`src/design/rational_arithmetic_unit_defines.svh`:
```
// Assertion macros for the rational arithmetic unit.
`ifndef RATIONAL_ARITHMETIC_UNIT_DEFINES_SVH
`define RATIONAL_ARITHMETIC_UNIT_DEFINES_SVH
`ifndef SYNTHESIS
`define RAU_ASSERT_IMPL(label, clk, rst_n, ante, cons) \
  label: assert property (@(posedge clk) disable iff (!rst_n) (ante) |-> (cons)) \
    else $error("assertion failed");
`define RAU_ASSERT_NEXT(label, clk, rst_n, ante, cons) \
  label: assert property (@(posedge clk) disable iff (!rst_n) (ante) |=> (cons)) \
    else $error("assertion failed");
`else
`define RAU_ASSERT_IMPL(label, clk, rst_n, ante, cons)
`define RAU_ASSERT_NEXT(label, clk, rst_n, ante, cons)
`endif
`endif

```
`src/design/rau_pkg.sv`:
```
package rau_pkg;

  localparam int unsigned OPERAND_WIDTH = 16;
  localparam int unsigned OP_W = 2;
  localparam int unsigned RES_NUM_W = 32;
  localparam int unsigned RES_DEN_W = 30;

  typedef enum logic [1:0] {
    OP_ADD = 2'd0,
    OP_SUB = 2'd1,
    OP_MUL = 2'd2,
    OP_DIV = 2'd3
  } op_t;

  typedef struct packed {
    op_t                      opcode;
    logic [OPERAND_WIDTH-1:0] a_num;
    logic [OPERAND_WIDTH-2:0] a_den;
    logic [OPERAND_WIDTH-1:0] b_num;
    logic [OPERAND_WIDTH-2:0] b_den;
  } in_item_t;

  typedef struct packed {
    logic [RES_NUM_W-1:0] res_num;
    logic [RES_DEN_W-1:0] res_den;
    logic                 undefined;
  } out_item_t;

endpackage

```
`src/design/rau_front.sv`:
```
// Operand decode and cross products; hands magnitudes to the queue.
module rau_front #(
  parameter int unsigned OW = 16,
  parameter int unsigned MW = 2 * OW + 1
) (
  input  logic          clk,
  input  logic          rst_n,
  input  logic          start,
  input  logic [1:0]    opcode,
  input  logic [OW-1:0] a_num,
  input  logic [OW-2:0] a_den,
  input  logic [OW-1:0] b_num,
  input  logic [OW-2:0] b_den,
  output logic          busy,
  output logic          q_valid,
  input  logic          q_ready,
  output logic [MW-1:0] q_nmag,
  output logic [MW-1:0] q_dmag,
  output logic          q_neg,
  output logic          q_undef,
  output logic          q_zero
);
  localparam int unsigned PW = 2 * OW;

  typedef enum logic [2:0] {
    F_IDLE = 3'b001,
    F_MUL  = 3'b010,
    F_SUM  = 3'b100
  } fst_t;

  fst_t fst_r, fst_nxt;
  logic [1:0] op_r;
  logic signed [OW-1:0] an_r, bn_r;
  logic signed [OW:0] ad_r, bd_r;
  logic signed [PW:0] p1_r, p2_r, p3_r;
  logic signed [PW+1:0] num_s, den_s;
  logic [PW+1:0] nm, dm;
  logic v_r;
  logic [MW-1:0] nmag_r, dmag_r;
  logic neg_r, und_r, zero_r;

  assign busy = (fst_r != F_IDLE);

  always_comb begin
    fst_nxt = fst_r;
    case (fst_r)
      F_IDLE: if (start) fst_nxt = F_MUL;
      F_MUL: fst_nxt = F_SUM;
      F_SUM: if (!v_r || q_ready) fst_nxt = F_IDLE;
      default: fst_nxt = F_IDLE;
    endcase
  end

  always_comb begin
    case (rau_pkg::op_t'(op_r))
      rau_pkg::OP_ADD: num_s = p1_r + p2_r;
      rau_pkg::OP_SUB: num_s = p1_r - p2_r;
      rau_pkg::OP_MUL: num_s = {p2_r[PW], p2_r};
      default: num_s = {p1_r[PW], p1_r};
    endcase
    den_s = {p3_r[PW], p3_r};
    nm = num_s[PW+1] ? -num_s : num_s;
    dm = den_s[PW+1] ? -den_s : den_s;
  end

  always_ff @(posedge clk) begin
    if (!rst_n) begin
      fst_r <= F_IDLE;
      v_r <= 1'b0;
    end else begin
      fst_r <= fst_nxt;
      if (fst_r == F_SUM && (!v_r || q_ready)) v_r <= 1'b1;
      else if (q_ready) v_r <= 1'b0;
    end
  end

  always_ff @(posedge clk) begin
    if (fst_r == F_IDLE && start) begin
      op_r <= opcode;
      an_r <= a_num;
      bn_r <= b_num;
      ad_r <= {2'b00, a_den};
      bd_r <= {2'b00, b_den};
    end
    if (fst_r == F_MUL) begin
      p1_r <= (PW+1)'(an_r * bd_r);
      if (op_r == rau_pkg::OP_MUL) p2_r <= (PW+1)'(an_r * bn_r);
      else p2_r <= (PW+1)'(bn_r * ad_r);
      if (op_r == rau_pkg::OP_DIV) p3_r <= (PW+1)'(ad_r * bn_r);
      else p3_r <= (PW+1)'(ad_r * bd_r);
    end
    if (fst_r == F_SUM && (!v_r || q_ready)) begin
      nmag_r <= MW'(nm);
      dmag_r <= MW'(dm);
      neg_r <= num_s[PW+1] ^ den_s[PW+1];
      und_r <= (den_s == '0);
      zero_r <= (num_s == '0);
    end
  end

  assign q_valid = v_r;
  assign q_nmag = nmag_r;
  assign q_dmag = dmag_r;
  assign q_neg = neg_r;
  assign q_undef = und_r;
  assign q_zero = zero_r;
endmodule

```
`src/design/rau_back.sv`:
```
// GCD by iterated restoring remainder, then two restoring divisions.
module rau_back #(
  parameter int unsigned MW = 33
) (
  input  logic                clk,
  input  logic                rst_n,
  input  logic                q_valid,
  output logic                q_ready,
  input  logic [MW-1:0]       q_nmag,
  input  logic [MW-1:0]       q_dmag,
  input  logic                q_neg,
  input  logic                q_undef,
  input  logic                q_zero,
  output logic                out_valid,
  output rau_pkg::out_item_t  out_item
);
  localparam int unsigned CW = $clog2(MW + 1);

  typedef enum logic [5:0] {
    B_IDLE = 6'b000001,
    B_REM  = 6'b000010,
    B_SWAP = 6'b000100,
    B_DN   = 6'b001000,
    B_DD   = 6'b010000,
    B_OUT  = 6'b100000
  } bst_t;

  bst_t st_r, st_nxt;
  logic [MW-1:0] y_r, n_r, d_r, g_r, quo_r, nq_r;
  logic [MW:0] rem_r;
  logic [MW-1:0] dvd_r;
  logic [CW-1:0] cnt_r;
  logic neg_r;
  logic [MW:0] trial;
  logic [MW-1:0] dvs;
  logic last;
  logic ov_r;
  rau_pkg::out_item_t oi_r;

  assign q_ready = (st_r == B_IDLE);
  assign last = (cnt_r == CW'(MW - 1));
  assign dvs = (st_r == B_REM) ? y_r : g_r;
  assign trial = {rem_r[MW-1:0], dvd_r[MW-1]} - {1'b0, dvs};

  always_comb begin
    st_nxt = st_r;
    case (st_r)
      B_IDLE: if (q_valid) begin
        if (q_undef || q_zero) st_nxt = B_OUT;
        else st_nxt = B_REM;
      end
      B_REM: if (last) st_nxt = B_SWAP;
      B_SWAP: st_nxt = (rem_r == '0) ? B_DN : B_REM;
      B_DN: if (last) st_nxt = B_DD;
      B_DD: if (last) st_nxt = B_OUT;
      B_OUT: st_nxt = B_IDLE;
      default: st_nxt = B_IDLE;
    endcase
  end

  always_ff @(posedge clk) begin
    if (!rst_n) begin
      st_r <= B_IDLE;
      ov_r <= 1'b0;
    end else begin
      st_r <= st_nxt;
      ov_r <= (st_r == B_OUT);
    end
  end

  always_ff @(posedge clk) begin
    case (st_r)
      B_IDLE: if (q_valid) begin
        y_r <= q_dmag;
        n_r <= q_nmag;
        d_r <= q_dmag;
        neg_r <= q_neg;
        dvd_r <= q_nmag;
        rem_r <= '0;
        cnt_r <= '0;
        oi_r.undefined <= q_undef;
        oi_r.res_num <= q_undef ? 32'd1 : 32'd0;
        oi_r.res_den <= q_undef ? 30'd0 : 30'd1;
      end
      B_REM, B_DN, B_DD: begin
        dvd_r <= {dvd_r[MW-2:0], 1'b0};
        quo_r <= {quo_r[MW-2:0], ~trial[MW]};
        rem_r <= trial[MW] ? {rem_r[MW-1:0], dvd_r[MW-1]} : trial;
        cnt_r <= last ? '0 : cnt_r + 1'b1;
        if (last && st_r == B_DN) begin
          nq_r <= {quo_r[MW-2:0], ~trial[MW]};
          dvd_r <= d_r;
          rem_r <= '0;
        end
        if (last && st_r == B_DD) begin
          oi_r.res_num <= neg_r ? 32'(-nq_r) : 32'(nq_r);
          oi_r.res_den <= 30'({quo_r[MW-2:0], ~trial[MW]});
        end
      end
      B_SWAP: begin
        if (rem_r == '0) begin
          g_r <= y_r;
          dvd_r <= n_r;
        end else begin
          y_r <= rem_r[MW-1:0];
          dvd_r <= y_r;
        end
        rem_r <= '0;
      end
      default: ;
    endcase
  end

  assign out_valid = ov_r;
  assign out_item = oi_r;
endmodule

```
`src/design/rational_arithmetic_unit.sv`:
```
// Rational arithmetic unit: a transfer happens at a rising edge with start
// high and busy low and carries an opcode and two fractions in in_item; one
// reduced fraction comes back later in out_item for exactly one cycle with
// out_strobe high. The receiver cannot stall it, so take it in that cycle.
// A front part forms the cross products in its F_MUL state and the sums in
// F_SUM, and parks the magnitudes in a one-entry queue; busy drops once the
// queue takes them, so busy stays high while the queue still holds the
// previous item and the back part has not yet taken it. The back part runs
// a Euclidean GCD with a bit-serial remainder unit (one quotient bit per
// cycle, and a swap state after each step) and then two exact divisions.
// The number of GCD steps sets the time to the strobe; zero and undefined
// results skip the iteration and the divisions.
`include "rational_arithmetic_unit_defines.svh"
module rational_arithmetic_unit (
  input  logic clk,
  input  logic rst_n,
  input  logic start,
  output logic busy,
  input  rau_pkg::in_item_t in_item,
  output logic out_strobe,
  output rau_pkg::out_item_t out_item
);
  localparam int unsigned OW = rau_pkg::OPERAND_WIDTH;
  localparam int unsigned MW = 2 * OW + 1;
  logic q_valid, q_ready, q_neg, q_undef, q_zero;
  logic [MW-1:0] q_nmag, q_dmag;

  rau_front #(.OW(OW), .MW(MW)) u_front (
    .clk, .rst_n, .start, .opcode(in_item.opcode), .a_num(in_item.a_num),
    .a_den(in_item.a_den), .b_num(in_item.b_num), .b_den(in_item.b_den), .busy,
    .q_valid, .q_ready, .q_nmag, .q_dmag, .q_neg, .q_undef, .q_zero
  );

  rau_back #(.MW(MW)) u_back (
    .clk, .rst_n, .q_valid, .q_ready, .q_nmag, .q_dmag, .q_neg,
    .q_undef, .q_zero, .out_valid(out_strobe), .out_item
  );

  `RAU_ASSERT_NEXT(a_strobe_pulse, clk, rst_n, out_strobe, !out_strobe)
  `RAU_ASSERT_IMPL(a_undef_form, clk, rst_n, out_strobe && out_item.undefined, out_item.res_den == '0)
  `RAU_ASSERT_NEXT(a_take_busy, clk, rst_n, start && !busy, busy)
endmodule
```
`config.mk`:
```
export PLATFORM = sky130hd
export DESIGN_NAME = rational_arithmetic_unit
export DESIGN_NICKNAME = d
export VERILOG_FILES = /design/src/design/rau_pkg.sv /design/src/design/rau_front.sv /design/src/design/rau_back.sv /design/src/design/rational_arithmetic_unit.sv
export VERILOG_INCLUDE_DIRS = /design/src /design/src/design
export SDC_FILE = /design/constraint.sdc
export NUM_CORES = 2
export LEC_CHECK = 0
export ABC_AREA = 1
export BUFFER_PORTS_ARGS = -buffer_cell sky130_fd_sc_hd__buf_2
export CORE_ASPECT_RATIO = 0.75
export CORE_UTILIZATION = 50
export DETAILED_ROUTE_END_ITERATION = 10
export PLACE_DENSITY = 0.68
export SLEW_MARGIN = 30
export SYNTH_ARGS = -nofsm -noshare
export SYNTH_HDL_FRONTEND = slang
export SYNTH_SLANG_ARGS = --single-unit
```
`constraint.sdc`:
```
create_clock -name clk -period 8.4 [get_ports clk]
set_input_delay 0.42 -clock clk [delete_from_list [all_inputs] [get_ports clk]]
set_output_delay 0.42 -clock clk [all_outputs]
set_load 0.05 [all_outputs]
```
==> results.txt <==
Fmax = 0.135 GHz
I/O Buffers = 131
Initial Util = 50.7%
Ports = 132
Crit share post-route = 87.9%
TritonCTS buffer count = 61
Yosys reg bits = 572
Status = finished clean
CP required = 8.87 ns
Share of cells above drive strength 1 = 5.92%
Final Critical Period = 7.38 ns
Filler cells = 11.8k
Post-synthesis sequential area ratio = 26.0%
Final setup fails = 0
Syn nets = 9030
Vias in the first global route = 51.6k
Slew margin rel. = 30.5%
Synth Instances = 7627
R2R Setup Slk = 1.02 ns
Reg2reg end = u_front.p3_r[27]
Clock latency on the worst-skew pair = 0.73 ns
Most frequent cells after synthesis = inv_1 (1906), nand2_1 (1830), fa_1 (923), edfxtp_1 (561), ha_1 (413)
Aggregate negative setup slack = 0 ns
H-tree depth = 2
Register-to-Register Path Depth = 27
Post-detail-place hpwl = 148000 um
Worst setup SP type = flop
Avg Cell Area, Syn = 8.61 um2
Crit path largest cell delay = 0.72 ns
Leading post-synthesis cells by cell area = fa_1 (28%), edfxtp_1 (26%), inv_1 (11%)
Ys flop type = edfxtp_1
CP most frequent cell = inv_1
Clk slew on worst S/H paths = 0.07 ns
Detailed-route wire length per cell = 19.5 um
CTS tree = built
Vias per std cell = 5.33
Synth Warn # = 0
CP Launch Point = u_front.ad_r[9]
DR pass1 iterations = 8
# Post-CTS Setup Buffers = 0
Slew @ Worst Pin = 1.03 ns
Antenna violations before repair = 8
WP data arrival = 7.85 ns
NumNets Final = 9136
Root buffer cell = clkbuf_16
Die X = 421 um
Largest net degree at the start of global routing = 87
Die Area = 133000 um2
Area grow syn2layout = 8.23%
Total number of vias = 50.8k
RSZ-0062 raised after global routing = no
DRC violations left = 0
MaxCap Viol Count = 0
Chip Height = 316 um
CP Buf/Inv Count = 9
First-pass GRT wire length = 296000 um
End of the critical path = u_front.p3_r[27]
FF+latch area = 17100 um2
Cell family with most CP delay = adder cells
Area occupied by multi-input gates = 40400 um2
CP Depth = 27
Area leader, netlist = fa_1
Gr usage total = 29.0%
Ys async rst share = 0%
Gr ovfl total = 0
Final ANT Viol Nets = 0
Mapped Area = 65700 um2
Critical path endpoint category = flop
Initial DRC Count = 5054
Count leader, synth = inv_1
Rows = 114
Critical Path Slowest Stage Cell = edfxtp_1
Final clock skew = 0.0833 ns
Core Area = 130000 um2
Final slew viol count = 0
Post-Route WL = 186000 um
GPL Wtd Cong = 0.998
Synth cell types = 66
Critical path class = reg2reg
CTS Sinks = 572
EDFF count, synth = 561
Finished Cell Area = 71100 um2
Top cell type's share of synthesized area = 28.1%
Crit-path max FO = 17
Worst r2r src = u_front.ad_r[9]
Final Hold Viols = 0
Clk buf depth = 3
Worst Hold Class = in2reg
DP Area = 68400 um2
-- worst min-delay path by stage --
stage | from | end | slack (ns) | depth (start not counted)
floorplan | u_front.q_neg | u_back.neg_r | 0.40 | 0
global placement | u_back.quo_r[30] | u_back.nq_r[31] | 0.40 | 0
detailed placement | u_back.quo_r[30] | u_back.nq_r[31] | 0.41 | 0
CTS | start | u_front.fst_r[1] | 0.04 | 3
global route | start | u_front.fst_r[1] | 0.05 | 3
finish | start | u_front.fst_r[1] | 0.07 | 3
-- layer usage --
layer / wire length, um / GRT usage (%)
met5: 8 / 0
met4: 3520 / 5.72
met3: 19800 / 6.46
met2: 78000 / 42.5
met1: 84600 / 43.9
-- cell type report --
class / count / area share (%)
Clock buffer: 67 / 2.18
Antenna cell: 2 / 0.00704
Sequential cell: 572 / 24.0
Timing Repair Buffer: 307 / 3.15
Tap cell: 1740 / 3.06
Inverter: 1920 / 10.1
Clock inverter: 46 / 0.621
Multi-Input combinational cell: 4871 / 56.8
-- state kept, by name (all words and copies together), names as in the netlist, 31 cells and up --
register         flops
u_back.out_item     63
u_front.q_nmag      33
u_back.d_r          33
u_back.rem_r        34
u_front.p2_r        32
u_back.n_r          33
u_back.nq_r         32
u_front.p3_r        32
u_back.quo_r        31
u_back.g_r          33
u_back.y_r          33
u_front.q_dmag      33
u_front.p1_r        32
u_back.dvd_r        33
-- cells in the final DEF, fill, tap and decap left out, types with 10 or more instances in the layout --
master         instances
a21o_1                15
xor2_1               138
o21bai_1              24
o21ai_0              263
nand3_1              217
fa_1                 923
edfxtp_1             561
clkinv_1              15
mux2i_1               14
nand2_1             1829
xnor2_1               59
or2_2                 39
nand4_1               53
o21a_1                11
nor2_1               283
inv_2                 14
a221oi_1              19
clkinv_2              10
nand2_2               17
inv_1               1904
nor4_1                18
nor3_1                61
clkbuf_16             61
a21oi_1              307
dlygate4sd3_1         65
buf_4                 99
dfxtp_1               11
a31oi_1               23
o2bb2ai_1             12
buf_2                131
ha_1                 413
nor2_2                13
-- worst register-to-register path, cell delays in order, from the launching register on --
cell and delay, ns:
edfxtp_1 0.72, buf_4 0.37, nand2_1 0.09, inv_1 0.06, fa_1 0.51, inv_1 0.06, fa_1 0.52, inv_1 0.05
fa_1 0.50, inv_1 0.05, fa_1 0.54, inv_1 0.05, fa_1 0.48, inv_1 0.05, fa_1 0.48, inv_1 0.05
ha_1 0.32, a21o_1 0.17, inv_1 0.06, o21a_1 0.10, nand3_1 0.19, a21oi_1 0.32, o21bai_1 0.16, a21oi_1 0.53
o21ai_0 0.19, or2_2 0.30, nand3_1 0.15, nand2_1 0.07
-- metrics by stage --
step / utilization [%] / worst slack [ns] / hold WS (ns) / instances
after floorplan: - / 0.701 / 0.400 / 7627
after global placement: 52.7 / 1.14 / 0.402 / 9335
after detailed placement: 52.8 / 1.17 / 0.406 / 9341
after CTS: 54.8 / 1.16 / 0.0409 / 9519
after global routing: 54.9 / 0.625 / 0.0491 / 9523
final: 54.9 / 1.02 / 0.0739 / 9525
-- what timing repair did --
action	in CTS	in global routing
gates resized for setup	0	0
hold buffers	65	0
endpoints found under the hold margin	66	0
-- cell families (layout without fill, tap and decap cells) --
kind of cell,after synthesis,after routing,share of synthesized area (%)
xor+xnor,198,198,2.65
compound gates,750,750,6.47
simple gates,2573,2573,16.1
fa+ha+maj,1336,1336,36.0
flops,572,572,26.0
other cells,0,2,0
buf+inv,2184,2340,12.6
mux,14,14,0.213
Power is left out: the tool's default activity adds up to more than one toggle a clock period on the data nets, which glitch-free logic cannot reach.
